--- config.mk ---
export PLATFORM = sky130hd
export DESIGN_NAME = cti_table_mem
export DESIGN_NICKNAME = d
export VERILOG_FILES = /design/src/assert_macros.svh /design/src/cti_table_mem.sv
export SDC_FILE = /design/constraint.sdc
export NUM_CORES = 2
export LEC_CHECK = 0
export ABC_AREA = 0
export ABC_CLOCK_PERIOD_IN_PS = 8330
export BUFFER_PORTS_ARGS = -buffer_cell sky130_fd_sc_hd__buf_4
export CELL_PAD_IN_SITES_DETAIL_PLACEMENT = 1
export CELL_PAD_IN_SITES_GLOBAL_PLACEMENT = 1
export CORE_ASPECT_RATIO = 0.7
export CORE_MARGIN = 2
export CORE_UTILIZATION = 45
export DETAILED_ROUTE_END_ITERATION = 10
export PLACE_DENSITY_LB_ADDON = 0.1
export SYNTH_ARGS = -nofsm -noshare
export SYNTH_HDL_FRONTEND = slang
export SYNTH_SLANG_ARGS = --single-unit
--- constraint.sdc ---
create_clock -name clk -period 8.33 [get_ports clk]
set_clock_uncertainty 0.15 [all_clocks]
set_input_delay 1.666 -clock clk [delete_from_list [all_inputs] [get_ports clk]]
set_output_delay 1.666 -clock clk [all_outputs]
set_load 0.005 [all_outputs]
--- src/assert_macros.svh ---
// Assertion helpers shared by the RTL. Clock is clk, reset is rst_n (active low).
`ifndef ASSERT_MACROS_SVH
`define ASSERT_MACROS_SVH

// cond true at an edge -> prop true at the same edge
`define ASSERT_SAME(label, cond, prop, msg) \
    label: assert property (@(posedge clk) disable iff (!rst_n) (cond) |-> (prop)) \
        else $error(msg);

// cond true at an edge -> prop true at the next edge
`define ASSERT_NEXT(label, cond, prop, msg) \
    label: assert property (@(posedge clk) disable iff (!rst_n) (cond) |=> (prop)) \
        else $error(msg);

`endif

--- src/cti_table_mem.sv ---
module cti_table_mem #(
    parameter int DEPTH = 64,
    parameter int WIDTH = 56
) (
    input  logic                     clk,
    input  logic                     wr_en,
    input  logic [$clog2(DEPTH)-1:0] wr_addr,
    input  logic [WIDTH-1:0]         wr_data,
    input  logic [$clog2(DEPTH)-1:0] rd_addr,
    output logic [WIDTH-1:0]         rd_data
);

    logic [WIDTH-1:0] mem [DEPTH];
    logic [WIDTH-1:0] rd_data_reg;

    always_ff @(posedge clk)
    begin
        if (wr_en)
        begin
            mem[wr_addr] <= wr_data;
        end
        rd_data_reg <= mem[rd_addr];
    end

    assign rd_data = rd_data_reg;

endmodule

==> flow_summary.ini <==
[power]
seqPwrFrac_pct = 53.8
vdd_drop_max_mv = 0.174
power-per-cell-area_nw_per_um2 = 245
switching_share_pct = 21.5
pwr-share-comb_pct = 4.8
leakagePower_nw = 47.9
power.internal_mw = 29.8
p_sw_mw = 8.17
p_clk_share_pct = 41.5

[clock_network]
numCtsBuffers = 355
cts_resized = 0
clock_latency_ns = 0.91
clk_pin_slew_ns = 0.06
clock_sinks = 3640
cts_tree = built
ctsHoldBuffers = 0
cts_htree_levels = 5
clock_tree.buffer_depth = 4
clockRootBuffer = clkbuf_16
post_cts_buffers = 0

[synth]
yosys_warnings = 0
synth_edf_count = 3584
synth_ff_type = edfxtp_1
synth_top_area_share_pct = 78.6
syn-cell-area_sq_um = 137000
syn_nets = 6019
avgSynthCellArea_sq_um = 23.0
async_reset_ff_share_pct = 0
netlist_instances = 5949
synth_area_leader_cell = edfxtp_1
synthTopCellsByArea = edfxtp_1 79%, mux4_2 13%, mux2i_1 1.6%
ys_seq_elements = 3640
synth.distinct_cells = 47
ys_seq_area_share_pct = 79.4

[cells_and_area]
fin_cells = 10600
mostFrequentLayoutCells = 3584 x edfxtp_1, 803 x mux4_2, 367 x clkbuf_16
multiInputGateArea_sq_um = 26900
drive_gt1_share_pct = 26.2
final_common_cell = edfxtp_1
regArea_sq_um = 109000
area_growth_pct = 12.8
fillers = 26100
postLayoutCoreUtil_pct = 51.0
stdcell_area_sq_um = 155000
largest_reg_flops = 3584
finalNetCount = 6353

[sta]
max-slew-margin-rel_pct = 14.2
hold_viol_final = 0
fin_crit_sh_pct = 53.4
rsz0062_at_grt = no
max_clock_freq_mhz = 225
drv_slew = 0
min_period_ns = 4.44
tightest_slew_ns = 1.28
setup_viol = 0
tns_ns = 0
holdWs_ns = 0.617

[global_routing]
grt_max_degree = 111
gr-usage-all-layers_pct = 27.0
overflow = 0
antenna_found_initial = 25
grt_pass1_vias = 68800
grt_pass1_wl_microns = 577000

[drt]
viasPerCell = 6.44
vias = 68100
drtIter0Drc = 8727
wl_per_cell_microns = 39.5
drc = 0
drtAntennaViolNets = 0
first_pass_iters = 5
wirelength_microns = 419000

[hold_path]
hold_depth = 4
hp-class = reg -> reg
min_to = rd_data[17]
hp-start = mem[46][17]

[outcome]
status = complete, no violations

[die]
die_w_microns = 663
die_area_sq_um = 309000
start_util_pct = 45.2
ios = 126
die_y_microns = 466
coreArea_sq_um = 303000
num_rows = 169

[place]
gp_congestion = 0.782
port_buffers = 125
dp_hpwl_microns = 227000
dpl.cell_count = 9944
place_area_sq_um = 144000

[critical_path]
startpoint_type = input pin
crit_fanout = 65
r2r_cells = 5
r2r_start = mem[20][17]
critPathCaptureType = flop
cp.arrival_ns = 5.13
rrSetupSlack_ns = 5.93
r2r-end = rd_data[17]
critPathKind = in -> reg
required_ns = 9.01

[job]
cap_violations = 0
stage by stage:
step | power [mW] | setup WS, ns
floorplan | 21.7 | 1.67
global placement | 22.6 | 2.62
detailed placement | 22.6 | 2.90
CTS | 38.2 | 3.85
global route | 38.9 | 3.74
finish | 37.9 | 3.89
synth_stat cells (3+ instances only):
master / n
or3_1: 4
dfxtp_1: 56
mux2_2: 31
nor4_1: 35
mux4_2: 803
clkbuf_1: 122
buf_8: 3
o21ai_1: 19
a41oi_1: 3
and3_1: 10
o21ai_0: 40
a211o_1: 10
a41o_1: 9
a221oi_1: 3
nand4_1: 22
buf_2: 104
o22ai_1: 252
buf_4: 68
mux2i_1: 217
or2_2: 5
nor2b_1: 14
a211oi_1: 37
nor3_1: 5
o21a_1: 33
edfxtp_1: 3584
buf_6: 30
nor2_1: 89
nand2_1: 75
nand3_1: 29
nand3b_1: 3
and2_1: 17
or3b_2: 3
a311oi_1: 21
o211a_1: 8
buf_1: 14
o211ai_1: 6
o221ai_1: 57
nand2b_1: 9
and4b_1: 3
a21oi_1: 15
a22oi_1: 73
a32oi_1: 3
cells by family (layout without fill, tap and decap cells):
kind of cell / count (synthesis) / in the layout / share of synthesized area [%]
AOI/OAI and AO/OA: 591 / 591 / 2.99
buffers and inverters: 343 / 953 / 1.41
DFF: 3640 / 3640 / 79.4
muxes: 1051 / 1051 / 15.0
other: 0 / 7 / 0
and+or+nand+nor: 324 / 324 / 1.17
worst max-delay path, cell delays in order:
cell and delay, ns:
buf_16 0.39, buf_4 0.78, buf_4 0.55, mux4_2 0.32, o22ai_1 0.08, nor4_1 0.95
o21a_1 0.18
worst max path at each step:
stage / startpoint / end / slack [ns] / cells past startpoint
after floorplan: wr_addr[3] / mem[48][0] / 1.67 / 4
after global placement: rd_addr[1] / rd_data[39] / 2.62 / 7
after detailed placement: rd_addr[0] / rd_data[38] / 2.90 / 7
after CTS: rd_addr[0] / rd_data[38] / 3.85 / 7
after global routing: rd_addr[0] / rd_data[38] / 3.74 / 7
final: rd_addr[0] / rd_data[38] / 3.89 / 7
power by group through the flow:
stage | clock (mW) | combinational (mW) | sequential, mW
2_1_floorplan | 0 | 0.952 | 20.7
3_3_place_gp | 0 | 1.79 | 20.8
3_5_place_dp | 0 | 1.82 | 20.8
4_1_cts | 16.0 | 1.83 | 20.4
5_1_grt | 16.6 | 1.91 | 20.4
6_report | 15.7 | 1.81 | 20.4
layer usage:
metal | GRT usage, % | vias to the layer above | routed length (microns)
met5 | 0 | - | 123
met4 | 5.66 | 18 | 8590
li1 | - | 26300 | -
met1 | 43.2 | 38300 | 193000
met2 | 38.9 | 3050 | 183000
met3 | 4.77 | 526 | 34600
cell type report:
cell class | count | share of cell area [%]
Tap cell | 4018 | 3.25
Antenna cell | 7 | 0.0113
Multi-Input combinational cell | 1966 | 17.4
Clock inverter | 161 | 0.880
Clock buffer | 472 | 6.27
Inverter | 1 | 0.00567
Sequential cell | 3640 | 70.4
Timing Repair Buffer | 319 | 1.85
(Power assumes the default switching activity.)
