**src/assert_macros.svh**
```systemverilog
// Assertion helpers shared by the RTL. Clock is clk, reset is rst_n (active low).
`ifndef ASSERT_MACROS_SVH
`define ASSERT_MACROS_SVH

// cond true at an edge -> prop true at the same edge
`define ASSERT_SAME(label, cond, prop, msg) \
    label: assert property (@(posedge clk) disable iff (!rst_n) (cond) |-> (prop)) \
        else $error(msg);

// cond true at an edge -> prop true at the next edge
`define ASSERT_NEXT(label, cond, prop, msg) \
    label: assert property (@(posedge clk) disable iff (!rst_n) (cond) |=> (prop)) \
        else $error(msg);

`endif

```
**src/cti_pkg.sv**
```systemverilog
package cti_pkg;

    // input transaction opcodes
    localparam logic [1:0] OP_WRITE_X  = 2'd0;
    localparam logic [1:0] OP_WRITE_Y  = 2'd1;
    localparam logic [1:0] OP_QUERY    = 2'd2;
    localparam logic [1:0] OP_RESERVED = 2'd3;   // accepted and dropped

    // configuration register indexes
    localparam logic [1:0] CFG_Y_MODE       = 2'd0;
    localparam logic [1:0] CFG_TABLE_LENGTH = 2'd1;
    localparam logic [1:0] CFG_Y_STRIDE     = 2'd2;

    localparam int OPCODE_W      = 2;
    localparam int ENTRY_INDEX_W = 6;
    localparam int CFG_INDEX_W   = 2;
    localparam int LENGTH_W      = 7;
    localparam int MIN_LENGTH    = 4;
    localparam logic [LENGTH_W-1:0] LENGTH_RESET = 7'd40;

    // command to the shared arithmetic unit
    typedef struct packed {
        logic start;
        logic divide;   // 0: multiply a * b, 1: divide a / d
    } cti_cmd_t;

endpackage

```
**src/cti_arith_unit.sv**
```systemverilog
// Bit-serial shift-add multiplier and restoring divider on shared registers.
module cti_arith_unit #(
    parameter int AW = 230,
    parameter int BW = 62,
    parameter int DW = 168
) (
    input  logic              clk,
    input  logic              rst_n,
    input  cti_pkg::cti_cmd_t cmd,
    input  logic [AW-1:0]     a_in,
    input  logic [BW-1:0]     b_in,
    input  logic [DW-1:0]     d_in,
    output logic              busy,
    output logic [AW-1:0]     result
);

    localparam int CW = $clog2(AW + 1);

    logic          busy_reg, busy_next;
    logic          div_reg, div_next;
    logic [CW-1:0] cnt_reg, cnt_next;
    logic [AW-1:0] acc_reg, acc_next;
    logic [AW-1:0] mcand_reg, mcand_next;
    logic [BW-1:0] mplr_reg, mplr_next;
    logic [DW-1:0] rem_reg, rem_next;
    logic [DW-1:0] dvs_reg, dvs_next;

    logic [DW:0]   rem_sh;
    logic [DW+1:0] rem_diff;

    always_comb
    begin
        busy_next  = busy_reg;
        div_next   = div_reg;
        cnt_next   = cnt_reg;
        acc_next   = acc_reg;
        mcand_next = mcand_reg;
        mplr_next  = mplr_reg;
        rem_next   = rem_reg;
        dvs_next   = dvs_reg;
        rem_sh     = {rem_reg, acc_reg[AW-1]};
        rem_diff   = {1'b0, rem_sh} - {2'b00, dvs_reg};

        if (cmd.start)
        begin
            busy_next = 1'b1;
            div_next  = cmd.divide;
            if (cmd.divide)
            begin
                acc_next = a_in;
                rem_next = '0;
                dvs_next = d_in;
                cnt_next = CW'(AW);
            end
            else
            begin
                acc_next   = '0;
                mcand_next = a_in;
                mplr_next  = b_in;
            end
        end
        else if (busy_reg && !div_reg)
        begin
            // stop once the multiplier runs out of ones
            if (mplr_reg == '0)
            begin
                busy_next = 1'b0;
            end
            else
            begin
                if (mplr_reg[0])
                begin
                    acc_next = acc_reg + mcand_reg;
                end
                mcand_next = {mcand_reg[AW-2:0], 1'b0};
                mplr_next  = {1'b0, mplr_reg[BW-1:1]};
            end
        end
        else if (busy_reg)
        begin
            // one quotient bit per cycle, shifted into the dividend register
            if (!rem_diff[DW+1])
            begin
                rem_next = rem_diff[DW-1:0];
                acc_next = {acc_reg[AW-2:0], 1'b1};
            end
            else
            begin
                rem_next = rem_sh[DW-1:0];
                acc_next = {acc_reg[AW-2:0], 1'b0};
            end
            cnt_next = cnt_reg - CW'(1);
            if (cnt_reg == CW'(1))
            begin
                busy_next = 1'b0;
            end
        end
    end

    always_ff @(posedge clk or negedge rst_n)
    begin
        if (!rst_n)
        begin
            busy_reg <= 1'b0;
            div_reg  <= 1'b0;
            cnt_reg  <= '0;
        end
        else
        begin
            busy_reg <= busy_next;
            div_reg  <= div_next;
            cnt_reg  <= cnt_next;
        end
    end

    always_ff @(posedge clk)
    begin
        acc_reg   <= acc_next;
        mcand_reg <= mcand_next;
        mplr_reg  <= mplr_next;
        rem_reg   <= rem_next;
        dvs_reg   <= dvs_next;
    end

    assign busy   = busy_reg;
    assign result = acc_reg;

endmodule

```
**config.mk**
```make
export PLATFORM = sky130hd
export DESIGN_NAME = cti_arith_unit
export DESIGN_NICKNAME = d
export VERILOG_FILES = /design/src/assert_macros.svh /design/src/cti_pkg.sv /design/src/cti_arith_unit.sv
export SDC_FILE = /design/constraint.sdc
export NUM_CORES = 2
export LEC_CHECK = 0
export BUFFER_PORTS_ARGS = -buffer_cell sky130_fd_sc_hd__buf_2
export CORE_ASPECT_RATIO = 0.7
export CORE_MARGIN = 5
export CORE_UTILIZATION = 45
export CTS_BUF_LIST = sky130_fd_sc_hd__clkbuf_16
export DETAILED_ROUTE_END_ITERATION = 8
export PLACE_DENSITY = 0.72
export SYNTH_ARGS = -nofsm -noshare
export SYNTH_HDL_FRONTEND = slang
export SYNTH_SLANG_ARGS = --single-unit
export TNS_END_PERCENT = 10
```
**constraint.sdc**
```tcl
create_clock -name clk -period 51.7 [get_ports clk]
set_input_delay 10.34 -clock clk [delete_from_list [all_inputs] [get_ports clk]]
set_output_delay 10.34 -clock clk [all_outputs]
set_load 0.02 [all_outputs]
```
==> reports/metrics.yaml <==
global_routing:
  grt_use_met3_pct: 6.93
  busiest_layer: "met1"
  grt_pass1_wl_mm: 358
  grt_util_met2_pct: 43.7
  use_met1_pct: 45.8
  grt_antenna_before_repair: 59
  grt_pass1_vias: 55288
  grt_util_all_layers_pct: 31.2
  grt_overflow: 0
  grt_max_degree: 175
clock_tree:
  cts_root_buf: "clkbuf_16"
  clkTransAtPathRegs_ns: 0.06
  cts_buffer_depth: 3
  cts_tree: "done"
  cts_buffers: 93
  htree_levels: 3
  post_cts_resized: 0
  hold_buffers: 0
  cts_setup_buffers: 0
  cts_sinks: 868
  clock_latency_ns: 0.75
yosys:
  synth_warnings: 0
  yosysSeqAreaShare_pct: 40.6
  avgSynthCellArea_um2: 9.17
  synth_edf_count: 858
  synth_area_mm2: 0.0641
  syn_nets: 7855
  synth_area_leaders: "edfxtp_1, ha_1, a21oi_1, mux2_2, o21ai_0"
  yosysTopAreaCellShare_pct: 40.2
  synth_top_area_cell: "edfxtp_1"
  synthFlopType: "edfxtp_1"
  ys_ff_latch: 868
  synth.distinct_cells: 99
  ys_async_sr_fraction_pct: 1.15
  syn_inst: 6990
detailed_routing:
  dr_total_vias: 59961
  dr.pass1.iters: 9
  drt_iter0_drc: 8371
  routed_via_density: 6.35
  wl_mm: 247
  drtAntennaViolNets: 0
  remaining_drc_errors: 0
  drt-wirelength-per-cell_um: 26.2
layout:
  drive_above_1_share_pct: 16.6
  area_growth_pct: 12.3
  stdcell_count: 9440
  fin_nets: 8314
  fin_area_mm2: 0.0720
  fillers: 13196
run:
  max-cap-violations: 0
worst_setup_path:
  crit_type: "input pin to flip-flop"
  critical-path-top-delay-family: "buffers and inverters"
  crit_path_max_fanout: 135
  path_buf_inv: 4
  r2r_cells: 16
  slowest_delay_ns: 0.78
  crit_arrival_ns: 13.75
  end_kind: "flip-flop"
  r2r_slack_ns: 45.47
  cp_slowest_cell: "inv_8"
  r2r-start: "result[229]"
  required_ns: 52.03
  crit_path_cell_trace: "buf_8 -> nand2_1 -> inv_8 -> buf_4 -> buf_4"
  critPathMostFrequentCell: "buf_4"
  r2r-end: "rem_reg[50]"
  crit_path_start_kind: "input pin"
sta:
  drv_slew: 0
  fin_crit_ns: 13.42
  layout_setup_ws_ns: 38.28
  setup_tns_ns: 0
  fmax_mhz: 74.5
  final-hold-violation-count: 0
  period_share_pct: 26.0
  finalClockSkew_ns: 0.0426
  finalSetupViolCount: 0
  rsz0062_at_grt: "false"
  tightest_slew_ns: 1.29
  slew_headroom_pct: 14.1
min_path:
  hp-start: "cnt_reg[7]"
  min_to: "cnt_reg[7]"
  hp-class: "flip-flop to flip-flop"
  holdPathStages: 2
power_and_ir_drop:
  p_leak_uw: 0.0281
  max-vdd-ir-drop_v: 0.0000308
  power_density_mw_per_mm2: 44.3
  power_uw: 3190
place:
  place_area_mm2: 0.0689
  pre_cts_ws_ns: 37.59
  portBuffers: 694
  dp.cells: 9226
  place.gp.congestion: 1.03
  dp_hpwl_mm: 195
floorplanning:
  dieWidth_um: 461
  die_h_um: 326
  rows: 115
  initial_core_util_pct: 45.4
  ioPinCount: 695
  die_area_mm2: 0.150
  coreArea_mm2: 0.141
status:
  status: "finished clean"
==> area by class of cell <==
type / instances / area (um2) / share of cell area (%)
Antenna cell: 44 / 110 / 0.153
Clock buffer: 95 / 2380 / 3.30
Clock inverter: 75 / 609 / 0.847
Inverter: 320 / 1210 / 1.68
Multi-Input combinational cell: 5434 / 35500 / 49.3
Sequential cell: 868 / 26000 / 36.2
Tap cell: 1872 / 2340 / 3.26
Timing Repair Buffer: 732 / 3790 / 5.27
==> where the power goes <==
part,internal (uW),total [uW],switching [uW]
registers,919,1010,94.1
clock network,366,675,308
logic,500,1500,1000
==> routing by layer <==
| metal | up-vias | routed length, um |
|---|---|---|
| met4 | 6 | 12600 |
| li1 | 27137 | - |
| met2 | 3481 | 101000 |
| met1 | 28837 | 107000 |
| met3 | 500 | 26400 |
| met5 | - | 75 |
==> cells in the mapped netlist, drive strengths merged (117+ instances only) <==
master,instances
edfxtp,858
xnor2,222
nand2,769
a22oi,197
nor3,117
inv,320
o21ai,660
xor2,164
nand4,219
a21o,148
clkbuf,318
mux2,290
nor2,457
a21oi,860
ha,399
o21bai,159
==> through the flow <==
stage | hold WS, ns | util, %
after floorplan | 0.480 | -
after global placement | 0.521 | 48.8
after detailed placement | 0.515 | 48.8
after CTS | 0.534 | 51.0
after global routing | 0.573 | 51.0
final | 0.539 | 51.0
==> cell usage in the layout (no fill, tap or decap), drive strengths merged, types with 25 or more instances in the layout <==
cell	instances
a21oi	860
nand2	769
xor2	164
edfxtp	858
nor4	64
nand3	75
inv	348
a22oi	197
xnor2	222
clkinv	36
or2	27
a21boi	35
nor3	117
o31ai	36
nand2b	25
clkbuf	95
o21a	58
a21o	148
a31oi	60
o21ai	660
mux2	290
nor2b	25
a211oi	61
buf	732
nor2	457
nand4	219
and3	28
o21bai	159
ha	399
diode	44
or3	32
==> worst register-to-register path: cells and delay by family, from the launching register on <==
family                   cells  cell delay, ns
AND/OR/NAND/NOR              4            1.20
flip-flops                   1            0.58
adder cells (fa/ha/maj)      1            0.24
AO/OA/AOI/OAI                8            2.46
buffers and inverters        3            1.57
==> cells by family after synthesis <==
group	after synthesis	share of synthesized area, %
flops	868	40.6
compound gates	2452	23.4
simple gates	1901	13.6
buf+inv	688	4.12
xor+xnor	386	5.28
mux	294	5.16
fa+ha+maj	401	7.85
==> how the worst max path moves through the flow <==
stage,startpoint,end,slack (ns),cells past startpoint
3_3_place_gp,cmd[1],dvs_reg[27],37.73,5
2_1_floorplan,cmd[1],mcand_reg[0],25.08,7
4_1_cts,cmd[1],dvs_reg[36],38.35,5
3_5_place_dp,cmd[1],dvs_reg[27],37.59,5
5_1_grt,cmd[1],dvs_reg[36],38.14,5
6_report,cmd[1],dvs_reg[36],38.28,5
Power figures use the tool's default switching activity.
